File: src/ktre_pkg.sv
// package for the key tree revocation engine: constants and types
`default_nettype none
package ktre_pkg;

  localparam int unsigned MaxLeaves = 1024;
  localparam int unsigned SlotW     = $clog2(MaxLeaves);       // 10
  localparam int unsigned NodeW     = $clog2(2 * MaxLeaves);   // 11
  localparam int unsigned CountW    = 11;
  localparam int unsigned GenBytes  = 16;

  localparam logic [63:0] LcgMul  = 64'd6364136223846793005;
  localparam logic [63:0] LcgAdd  = 64'd1442695040888963407;
  localparam logic [63:0] GenSeed = 64'hFEDCBA9876543210;

  typedef enum logic [2:0] {
    CMD_INIT    = 3'd0,
    CMD_LOAD    = 3'd1,
    CMD_REVOKE  = 3'd2,
    CMD_QUERY   = 3'd3,
    CMD_SESSION = 3'd4,
    CMD_NODE    = 3'd5,
    CMD_GROUP   = 3'd6,
    CMD_NONE    = 3'd7
  } cmd_e;

  typedef enum logic [1:0] {
    ST_DONE     = 2'd0,
    ST_NOTFOUND = 2'd1,
    ST_RANGE    = 2'd2
  } status_e;

  typedef enum logic [4:0] {
    S_IDLE, S_CLR, S_INODE, S_ISESS, S_IGROUP,
    S_SRCH, S_SRCH2, S_SRCH_END,
    S_REV_MARK, S_REV_NODE, S_REV_GROUP,
    S_SESS_RD, S_SESS_WT, S_NODE_RD, S_NODE_WT, S_OUT
  } state_e;

  typedef struct packed {
    logic [2:0]  command;
    logic [10:0] slot;
    logic [63:0] id_high;
    logic [63:0] id_low;
  } req_t;

  typedef struct packed {
    logic [1:0]  status;
    logic        revoked;
    logic [10:0] leaf_no;
    logic [3:0]  renew_cnt;
    logic [63:0] key_high;
    logic [63:0] key_low;
  } rsp_t;

endpackage
`default_nettype wire

File: src/ktre_keygen.sv
// lcg key generator: one generator step per cycle, 16 steps per key
`default_nettype none
module ktre_keygen (
  input  wire logic         clk_i,
  input  wire logic         rst_ni,
  input  wire logic         start_i,
  output      logic         busy_o,
  output      logic         done_o,
  output      logic [127:0] key_o
);
  import ktre_pkg::*;

  logic [63:0]  gen_q, gen_d;
  logic [127:0] key_q;
  logic [4:0]   cnt_q;
  logic         done_q;

  // 64-bit product from three 32x32 partial products; high-by-high falls off the top
  logic [63:0] prod_ll;
  logic [31:0] prod_lh, prod_hl;
  always_comb begin
    prod_ll = {32'd0, gen_q[31:0]} * {32'd0, LcgMul[31:0]};
    prod_lh = gen_q[31:0] * LcgMul[63:32];
    prod_hl = gen_q[63:32] * LcgMul[31:0];
    gen_d   = prod_ll + {prod_lh + prod_hl, 32'd0} + LcgAdd;
  end

  always_ff @(posedge clk_i or negedge rst_ni) begin
    if (!rst_ni) begin
      gen_q  <= GenSeed;
      cnt_q  <= '0;
      done_q <= 1'b0;
    end else begin
      done_q <= 1'b0;
      if (start_i && cnt_q == '0) begin
        cnt_q <= 5'(GenBytes);
      end else if (cnt_q != '0) begin
        gen_q <= gen_d;
        cnt_q <= cnt_q - 5'd1;
        if (cnt_q == 5'd1) begin
          done_q <= 1'b1;
        end
      end
    end
  end

  always_ff @(posedge clk_i) begin
    if (cnt_q != '0) begin
      key_q <= {key_q[119:0], gen_d[63:56]};
    end
  end

  assign busy_o = (cnt_q != '0);
  assign done_o = done_q;
  assign key_o  = key_q;
endmodule
`default_nettype wire

File: config.mk
export PLATFORM = sky130hd
export DESIGN_NAME = ktre_keygen
export DESIGN_NICKNAME = d
export VERILOG_FILES = /design/src/ktre_pkg.sv /design/src/ktre_keygen.sv
export SDC_FILE = /design/constraint.sdc
export NUM_CORES = 2
export LEC_CHECK = 0
export ABC_AREA = 1
export BUFFER_PORTS_ARGS = -buffer_cell sky130_fd_sc_hd__buf_2
export CORE_UTILIZATION = 70
export CTS_BUF_LIST = sky130_fd_sc_hd__clkbuf_4 sky130_fd_sc_hd__clkbuf_8
export DETAILED_ROUTE_END_ITERATION = 8
export HOLD_SLACK_MARGIN = 0.02
export PLACE_DENSITY = 0.92
export RECOVER_POWER = 100
export SYNTH_ARGS = -nofsm -noshare
export SYNTH_HDL_FRONTEND = slang
export SYNTH_SLANG_ARGS = --single-unit
export TNS_END_PERCENT = 20
File: constraint.sdc
create_clock -name clk_i -period 23.9 [get_ports clk_i]
set_clock_uncertainty 0.15 [all_clocks]
set_input_delay 3.585 -clock clk_i [delete_from_list [all_inputs] [get_ports clk_i]]
set_output_delay 3.585 -clock clk_i [all_outputs]
set_load 0.02 [all_outputs]
==> reports/summary.md <==
- average size of a mapped cell: 10.0 sq um
- wire length of the first global-routing pass: 225 mm
- total negative slack: 0 ps
- total wire length after detailed routing: 153 mm
- number of violations of the max-capacitance limit: 7
- sequential area share after synthesis: 0.127
- quantity of I/O buffers inserted on ports: 132
- number of fill cells: 4517
- Detail Route Antenna Nets: 0
- startpoint-to-endpoint class of the critical path: flop to flop
- failing checks: max-capacitance violations, max-slew violations
- Overflow after GRT: 0
- maximum number of buffers from clock root to sink: 2
- commonest cells after routing, fill and taps aside: sky130_fd_sc_hd__inv_1 (1480), sky130_fd_sc_hd__fa_1 (925), sky130_fd_sc_hd__ha_1 (724)
- count of pins on the block boundary: 133
- number of antenna violations at the first check in global routing: 8
- mux share of post-synthesis cell area: 0
- later-pin clock latency in the skew report: 600 ps
- cell types occupying the most area after synthesis: sky130_fd_sc_hd__fa_1 (42%), sky130_fd_sc_hd__ha_1 (20%), sky130_fd_sc_hd__inv_1 (13%)
- Initial DRC Count: 3605
- final max-slew violation count: 357
- Top FF cell, synth: sky130_fd_sc_hd__edfxtp_1
- setup repair after global routing missed its margin: no
- Final Setup Violations: 0
- clock edge transition at the registers on the reported setup and hold paths: 150 ps
- Worst Hold Path Cells: 0
- ratio of cells with drive above 1 in the final layout: 0.0259
- main combinational cell family by area after synthesis: adder cells
- Initial Util: 0.713
- Yosys top cell area share: 0.418
- arrival time of data at the critical path endpoint: 12540 ps
- TritonCTS buffer count: 17
- # rows: 91
- syn nets: 6072
- First-pass DRT Iterations: 5
- Critical Path Fanout Max: 16
- Period minus WS final: 12260 ps
- cell chosen for the clock root: sky130_fd_sc_hd__clkbuf_8
- buffer count from post-CTS setup fixing: 0
- worst slew slack as a fraction of its limit: -1.50
- status: finished with violations
- CTS tree: yes
- clock sink total: 198
- Die X-Extent: 254 um
- flip-flop and latch count after synthesis: 198
- Synth Cell Area: 44300 sq um
- RD Place Congestion: 1.12
- post-synthesis share of cell area spent on full adders, half adders and majority gates: 0.622
- Ys Warns: 0
- worst reg-to-reg path cell count: 38
- area added between synthesis and finish: 4.47%
- gr usage total: 0.501
- cell with the largest stage delay on the worst path: sky130_fd_sc_hd__clkbuf_1
- Core Footprint: 62200 sq um
- average routed wire per standard cell: 28.1 um
- post-cts repair resize count: 0
- largest net degree at the start of global routing: 73
- type of the tightest min-delay check: flop to flop
- Post-DP HPWL: 133 mm
- largest area contributor in the netlist: sky130_fd_sc_hd__fa_1
- distinct cell type count of the synthesized netlist: 54
- Critical Path RT: 24190 ps
- number of vias in the routed layout: 32807
- slew of the pin with the lowest slew margin: 3740 ps
- final clock period utilization by the worst path: 0.513
- cell seen most often among critical-path stages: sky130_fd_sc_hd__inv_1
- per-cell via count in the routed design: 6.04
- element type at the critical path end: flop
- Post-synth EDFFs: 128
- share of the synthesized netlist area taken by xor and xnor gates: 0.0182
- maximum frequency from static timing analysis: 81.6 MHz
- delay of the slowest critical-path stage: 1400 ps
- async set-reset flop share out of synthesis: 0.354
- Die Ht: 254 um
- Die Outline Area: 64300 sq um
- basic-gate share of the synthesized area counting and, or, nand and nor cells: 0.0625
- Net count, final: 6231
- remaining design rule violation count: 0
- Critical Path Start Type: flop
- count of endpoints failing hold in the final timing report: 0
- Gate Count Post-Synth: 4420
- count of H-tree levels built during CTS: 4
- fraction of the mapped netlist area in compound gates: 0.0426
- via count of the first global-routing pass: 35929
- most common library cell in the layout ignoring fill and taps: sky130_fd_sc_hd__inv_1
- number of buffers inserted for hold repair after clock tree synthesis: 0
through the flow:
stage          cells  hold slack, ps   util  area [sq um]  setup WS [ps]
5_1_grt         5429             299  0.744         46300          11200
3_3_place_gp    5397             271  0.742         46100          12590
3_5_place_dp    5397             277  0.742         46100          12490
2_1_floorplan   4420             293      -         44300          14010
6_report        5431             289  0.745         46300          11640
4_1_cts         5429             289  0.749         46500          12430
Yosys cell counts (26+ instances only):
cell type                     n
sky130_fd_sc_hd__inv_1     1479
sky130_fd_sc_hd__fa_1       925
sky130_fd_sc_hd__ha_1       724
sky130_fd_sc_hd__nand2_1    381
sky130_fd_sc_hd__nor2_1     143
sky130_fd_sc_hd__edfxtp_1   128
sky130_fd_sc_hd__a21oi_1    116
sky130_fd_sc_hd__o21ai_0     85
sky130_fd_sc_hd__nand3_1     66
sky130_fd_sc_hd__xor2_1      55
sky130_fd_sc_hd__dfrtp_1     38
sky130_fd_sc_hd__xnor2_1     35
sky130_fd_sc_hd__dfstp_2     32
sky130_fd_sc_hd__a31oi_1     26
sky130_fd_sc_hd__o21ai_1     26
state kept, by name, indices dropped and copies added, names as in the netlist:
name    count
key_o     128
gen_q      64
cnt_q       5
done_o      1
final timing paths:
kind	start	to	slack, ps
hold reg to reg	key_o[82]$_DFFE_PP_	key_o[90]$_DFFE_PP_	290
setup reg to reg	gen_q[0]$_DFFE_PN0P_	gen_q[56]$_DFFE_PN0P_	11640
min in group asynchronous	rst_ni	gen_q[3]$_DFFE_PN0P_	3550
max in group asynchronous	rst_ni	cnt_q[0]$_DFFE_PN0P_	16550
hold / removal	key_o[82]$_DFFE_PP_	key_o[90]$_DFFE_PP_	290
setup / recovery	gen_q[0]$_DFFE_PN0P_	gen_q[56]$_DFFE_PN0P_	11640
cell type report:
cell class	count	area (sq um)	share of cell area
Sequential cell	198	5640	0.122
Antenna cell	2	5.00	0.000108
Timing Repair Buffer	153	636	0.0137
Clock inverter	15	174	0.00376
Clock buffer	17	234	0.00505
Multi-Input combinational cell	2721	33000	0.712
Inverter	1488	5590	0.121
Tap cell	837	1050	0.0226
logic make-up (layout without fill, tap and decap cells):
kind of cell / after synthesis / count (layout)
xor gates and xnor gates: 91 / 91
buffers and inverters: 1501 / 1673
and+or+nand+nor: 659 / 659
AOI/OAI and AO/OA: 322 / 322
DFF: 198 / 198
adders and majority gates: 1649 / 1649
other: 0 / 2
critical path, delay by kind of cell, from the launching register on:
family / cells / cell delay (ps)
xor gates and xnor gates: 2 / 860
and+or+nand+nor: 6 / 1030
adders and majority gates: 14 / 6550
buffers and inverters: 11 / 2230
DFF: 1 / 400
AOI/OAI and AO/OA: 5 / 880
metal layers:
layer | vias to the layer above | wire length (um) | global-route usage
met5 | - | 201 | 0.0170
met4 | 10 | 13700 | 0.357
met3 | 777 | 22200 | 0.197
met2 | 2473 | 65700 | 0.738
met1 | 16064 | 50800 | 0.601
li1 | 13483 | - | -
Power is left out: the tool's default activity adds up to more than one toggle a clock period on the data nets, which glitch-free logic cannot reach.
