$ cat src/ktre_ram.sv
// generic single-port ram with registered read
`default_nettype none
module ktre_ram #(
  parameter int unsigned Width = 8,
  parameter int unsigned Depth = 16
) (
  input  wire logic                     clk_i,
  input  wire logic                     we_i,
  input  wire logic [$clog2(Depth)-1:0] addr_i,
  input  wire logic [Width-1:0]         wdata_i,
  output      logic [Width-1:0]         rdata_o
);
  logic [Width-1:0] mem [Depth];
  always_ff @(posedge clk_i) begin
    if (we_i) begin
      mem[addr_i] <= wdata_i;
    end
    rdata_o <= mem[addr_i];
  end
endmodule
`default_nettype wire

$ cat config.mk
export PLATFORM = sky130hd
export DESIGN_NAME = ktre_ram
export DESIGN_NICKNAME = d
export VERILOG_FILES = /design/src/ktre_ram.sv
export SDC_FILE = /design/constraint.sdc
export NUM_CORES = 1
export LEC_CHECK = 0
export BUFFER_PORTS_ARGS = -buffer_cell sky130_fd_sc_hd__buf_2
export CORE_MARGIN = 2
export CORE_UTILIZATION = 50
export CTS_BUF_LIST = sky130_fd_sc_hd__clkbuf_4
export DETAILED_ROUTE_END_ITERATION = 7
export GPL_TIMING_DRIVEN = 0
export PLACE_DENSITY = 0.75
export SYNTH_ARGS = -nofsm -noshare
export SYNTH_HDL_FRONTEND = slang
export SYNTH_SLANG_ARGS = --single-unit
$ cat constraint.sdc
create_clock -name clk_i -period 2.5 [get_ports clk_i]
set_input_delay 0.625 -clock clk_i [delete_from_list [all_inputs] [get_ports clk_i]]
set_output_delay 0.625 -clock clk_i [all_outputs]
set_load 0.05 [all_outputs]
==> results.txt, run 1 <==
The buffer depth of the longest clock path is 2, and the number of buffers inserted for hold repair after clock tree synthesis is 0. The starting density of the core is 51.61%. The type of the worst setup path is in2reg.

After detailed routing, the number of vias per cell comes to 5.622. The first-pass GRT wire length is 13,740 µm. The first-pass detailed-route iteration total was 4; the total area of sequential cells was 4004 µm². Once the clock tree was built, the resizer swapped 0 gates to a different size. Summing all multi-input logic gate instances after layout gives 1008 µm². The startpoint class of the critical path is an input pin.

The kind of cell with the highest combined delay along the critical path is simple AND/OR/NAND/NOR gates. TritonCTS built the clock tree. The smallest clock period supported by the final layout is computed as 2.090 ns. The initial antenna violation count is 0. Relative to the synthesized area, the layout overhead comes to 10.86%. The number of buffers and inverters on the critical path is 2. After filler insertion, the fill cell instance count of the layout stands at 745.

The run finished with clean final reports. Diode insertion count for antenna repair: 0. The routed design has 8952 µm of wire.

Traced cell by cell, the critical path runs through buf_2 -> buf_1 -> nand2_1 -> nor2_1. The count of pins on the block boundary was 22; the maximum number of pins on one net before global-route repair was 17. Setup repair after global routing left no endpoint under its margin. The cell at the root of the clock tree is clkbuf_4.

The total number of yosys warnings came out at 0. The largest stage delay on the critical path is 0.65 ns. The class of the tightest hold or removal check was in2reg. In the post-synthesis netlist, the biggest area contributors are edfxtp_1 76%, mux4_2 14%, dfxtp_1 3.2%, a22oi_1 2.4%, nor2_1 0.96%. The number of instances in the placed design is 382, and the port buffer count is 19.

Dividing the detail-routed wire length by the instance count gives 21.57 µm. The master of the slowest instance on the critical path is nor2_1. The die covers 10,960 µm². The logs give 0 for the final antenna-violating net count and 23.58% for the worst slew slack as a fraction of its limit. The floorplan has 36 rows. Summing the sequential cell areas from Yosys gives 79.01% of the chip area. The count of different cell masters after synthesis was 18. For met2 alone, demand over resource in global routing was 28.34%. In the final layout, the share of cells above drive strength 1 is 31.91%. The via count was 2,333; the clock latency on the worst-skew pair was 0.52 ns. The horizontal die dimension is 104.7 µm, and the final standard cell area without fillers is 5618 µm². The number of standard cells in the layout, taps in and fillers out is 415, and the count of final max-slew check failures is 0. Global routing consumed, on the met3 layer, 4.616% of the routing resources. The worst setup path is captured at a flip-flop.

STA puts the critical path data required time at 2.65 ns. For the pin with the worst max-slew slack, the measured transition is 1.138 ns. The net count of the finished layout is 283. At the end of routability-driven placement, the weighted congestion stood at 0.8339. The top cell type by area accounts for 75.85% of the synthesized area. Max-cap violations in this run came to 0. The register bit count reported by yosys works out to 136. Counting every net in the synthesized netlist gives 244. The region available for standard cell placement spans 9819 µm². The run gives 2,381 as the number of global-route vias before repair. The die boundary height was 104.7 µm; the largest voltage drop on the vdd net was 0.0003481 V. The placed instances occupy a cell area of 5329 µm². The peak-usage layer in the global routing report is met2. The initial detailed-routing violation count was 240; the final setup violation count was 0. The total overflow left after global routing is 0. Across the routed clock network, the largest skew measured is 0.01893 ns. The average footprint of a synthesized cell is 22.03 µm², and the maximum fanout encountered on the critical timing path is 10. The number of buffers inserted during clock tree synthesis is 17, and the half-perimeter wire length after placement is 5810 µm. The critical path arrival was 2.24 ns; the met1 track demand over resource was 23.76%. Synthesis produced a netlist whose cell count is 230.

Of all cell types, the one taking the most synthesized area is edfxtp_1. The DRC violations left is 0. The H-tree generated during clock tree synthesis spans 4 levels. The clock transition at the register clock pins on the worst setup and hold paths after CTS is 0.12 ns, and the post-CTS setup buffer count is 0.

For this design the ratio of total power to cell area is 750.9 nW/µm². The number of endpoints with negative hold slack in the final report was 0. For the top achievable clock speed, the log shows 478.4 MHz.

After synthesis the cells add up to 5067 µm². Global routing used 17.83% of the available tracks. Count of clock tree sinks: 136.

The post-route fraction of the period consumed by the critical path is 83.60%, and the share of the core filled with cells is 57.21%. Summed over all cells, the static leakage comes to 1.789 nW.
-- where the power goes --
group | total, mW | switching, mW | internal [mW] | leakage, nW
Clock | 1.38 | 0.785 | 0.591 | 0.142
Sequential | 2.56 | 0.0121 | 2.54 | 1.22
Combinational | 0.285 | 0.189 | 0.0968 | 0.423
Total | 4.22 | 0.986 | 3.23 | 1.79
-- metrics by stage --
step	hold slack [ns]	power [mW]	setup slack [ns]	setup TNS, ns
2_1_floorplan	0.6349	2.793	0.3820	0
3_3_place_gp	0.6710	2.887	-0.1938	-8.772
3_5_place_dp	0.6856	2.897	-0.2143	-10.62
4_1_cts	0.4560	4.249	0.3232	0
5_1_grt	0.4602	4.355	0.2603	0
6_report	0.4920	4.219	0.4099	0
-- cells by family after synthesis --
kind of cell,Yosys count,share of synthesized area (%)
AOI/OAI and AO/OA,16,2.370
muxes,32,14.22
and+or+nand+nor,35,3.210
DFF,136,79.01
buffers and inverters,11,1.185
-- synth_stat cells --
cell type and number:
a22oi_1 16, and2_1 1, buf_1 4, buf_2 2, buf_6 2, clkbuf_1 2
clkbuf_2 1, dfxtp_1 8, edfxtp_1 128, mux4_2 32, nand2_1 9, nand2b_1 2
nand3_1 1, nand3b_1 2, nor2_1 13, nor2b_1 2, nor3_1 4, or3b_2 1
-- state kept, by name, indices dropped and copies added, names as in the netlist --
name / flops
mem: 128
rdata_o: 8
-- final timing paths --
| kind | startpoint | end | slack, ns | depth (start not counted) |
|---|---|---|---|---|
| worst max-delay path | addr_i[1] | mem[7][5] | 0.41 | 4 |
| worst min register to register | mem[4][7] | rdata_o[7] | 0.70 | 3 |
| worst max register to register | mem[2][2] | rdata_o[2] | 1.11 | 3 |
| worst min-delay path | wdata_i[3] | mem[0][3] | 0.49 | 1 |
-- routing by layer --
metal / vias to the layer above / routed length (µm)
met2: 106 / 4392
met3: 13 / 764
met4: 0 / 187
met1: 1168 / 3607
met5: - / 0
li1: 1046 / -
-- layout by cell type (no fill, tap or decap), types with 4 or more instances in the layout --
cell        instances
dfxtp_1             8
a22oi_1            16
buf_2              21
clkinv_2            4
mux4_2             32
clkinvlp_4          4
buf_1               4
nor2_1             13
edfxtp_1          128
nand2_1             9
clkbuf_4           17
-- layout make-up --
cell class,count,share of cell area [%]
Sequential cell,136,71.27
Multi-Input combinational cell,83,17.95
Tap cell,133,2.962
Clock inverter,15,2.650
Clock buffer,17,2.272
Timing Repair Buffer,20,1.826
Buffer,11,1.069
No activity file was read; power rests on OpenSTA's default activity.
==> run 2, diff against run 1 <==
- clock period: 2.5 -> 2.05 ns (I/O delays scaled with it)
==> run 2 against run 1 <==
- sequential cell count is the same
- core utilization is essentially flat
- global-route usage barely moved
- largest power group unchanged
==> results.txt, run 2 (same netlist as run 1, synthesis figures left out) <==
TritonCTS built the clock tree. The flow ran to the end, and the final reports show no timing, DRC or antenna violations. The number of buffers inserted for hold repair after clock tree synthesis is 0. The first detailed-routing pass took 4 iterations. Traced cell by cell, the critical path runs through buf_2 -> buf_1 -> nand2b_1 -> nor2_1.

Setup violations remaining at the end of the flow were counted as 0. In this run the static leakage power is 1.785 nW. The number of cell rows was 36. For the number of levels the H-tree was split into, the log shows 4.

Setup repair after global routing could not meet its margin everywhere. 0 antenna diodes ended up in the layout. The initial antenna violation count is 0, and the post-route total power is 5.156 mW. The register with the most flip-flops in the final layout is mem.

The largest registers in the layout are mem (128), rdata_o (8). The flip-flop count of the largest register after layout was 128; the maximum number of pins on one net before global-route repair was 17. Dividing the detail-routed wire length by the instance count gives 21.72 µm. Master of the slowest instance on the critical path: nor2_1. The count of pins on the block boundary was 22; the net count of the finished layout was 282.

Critical path arrival: 2.14 ns. VDD sags by at most 0.0004241 V. Adding up every negative setup slack in the final design gives 0 ns. The final antenna-violating net count is 0, and the number of vias per cell after detailed routing is 5.585. After clock tree synthesis, the clock-pin slew on the worst setup and hold paths is 0.12 ns. The number of inserted filler cells in the final layout was 744. The DRC violations left came out at 0.

The run gives 136 as the count of clock tree sinks. The worst setup path is captured at a flip-flop. Global routing consumed, over all layers together, 17.82% of the routing resources.

Together, buffers and inverters on the worst path number 2. The required time of the critical path was 2.19 ns; the buffer depth of the longest clock path was 2. In the layout the commonest cells are 128 x edfxtp_1, 32 x mux4_2, 21 x buf_2. The largest single stage delay on the critical path is 0.63 ns.

Type of the worst setup path: in2reg. The run gives 0.52 ns as the clock latency on the worst-skew pair. The number of buffers inserted during clock tree synthesis is 17. Cells with a size suffix above 1 make up 32.03% of the layout. The floorplan step set the die height to 104.7 µm. The first global-routing pass estimated 13,740 µm of wire. Static timing analysis puts the maximum clock frequency at 500.8 MHz. Broken down by cell family, the worst path's largest delay share belongs to simple AND/OR/NAND/NOR gates.

In this run the worst path has a maximum fanout of 10. In the finished design, the share of the clock period the worst path needs comes to 97.41%. Global routing finished with a remaining overflow of 0.

At the end of routability-driven placement, the weighted congestion stood at 0.8339. Leaving out fill and tap cells, the most frequent cell in the layout is edfxtp_1. The slew at the pin with the worst max-slew slack was 1.115 ns; the horizontal die dimension was 104.7 µm. Across the run, the number of max-cap violations was 0.

The layout overhead on the synthesized area is 10.81%. Die area: 10,960 µm². The number of global-route vias before repair was 2,384; the core area was 9819 µm². For this block, the via count after detailed routing is 2,312. The run gives 0 as the post-CTS setup buffer count.

For this configuration, the core starts out at a cell density of 51.61%. The tools report the wire length reported by the detailed router as 8992 µm. The class of the tightest hold or removal check was in2reg.

The sequential cells in the finished layout cover a total of 4004 µm². The cell at the root of the clock tree was clkbuf_4. The logs give 0.01798 ns for the final setup skew and 25.07% for the worst slew slack as a fraction of its limit.

The minimum clock period after layout is 1.997 ns. The worst setup path is launched from an input pin. In this run, the number of DRC markers left after iteration 0 of detailed routing was 206. Summed over all nets, the half-perimeter wirelength after detailed placement is 5810 µm.

The port buffer count works out to 19. The total power per unit cell area is 918.3 nW/µm². The number of endpoints with negative hold slack in the final report is 0.

The multi-input combinational cells in the finished layout cover a total of 1013 µm². The count of final max-slew check failures is 0.
[run 2: report_power, final]
part | switching [mW] | internal, mW
clock network | 0.968 | 0.721
logic | 0.231 | 0.118
registers | 0.0146 | 3.10
[run 2: timing repair]
item                       CTS  global route
resized for setup            1             0
pin swaps                    0             0
setup endpoints to repair    5            54
[run 2: cell type report]
| class | instances | area share, % |
|---|---|---|
| buffer | 11 | 1.070 |
| multi-input combinational | 83 | 18.05 |
| timing repair buffer | 19 | 1.693 |
| sequential | 136 | 71.30 |
| tap | 133 | 2.963 |
| clock buffer | 17 | 2.273 |
| clock inverter | 15 | 2.652 |
[run 2: final timing paths]
kind | start | endpoint | slack, ns | cells after the start
setup / recovery | addr_i[1] | mem[10][5] | 0.05 | 4
hold / removal | wdata_i[3] | mem[0][3] | 0.38 | 1
setup reg to reg | mem[2][2] | rdata_o[2] | 0.67 | 3
hold reg to reg | mem[4][7] | rdata_o[7] | 0.70 | 3
[run 2: stage by stage]
stage	std cells	hold WS [ns]	utilization, %	worst slack [ns]	instance area [µm²]
6_report	414	0.3802	57.19	0.05307	5615
5_1_grt	414	0.3483	57.19	-0.07219	5615
4_1_cts	414	0.3435	57.14	0.06628	5610
3_5_place_dp	382	0.6856	54.27	-0.5518	5329
3_3_place_gp	382	0.6710	54.27	-0.5313	5329
2_1_floorplan	230	0.6114	-	0.04449	5067
[run 2: routing by layer]
metal	track usage, %	part of all wire [%]	vias up
met2	28.34	50	105
li1	-	-	1042
met3	4.616	8.2	13
met5	0	0	-
met1	23.71	40	1152
met4	7.429	1.6	0
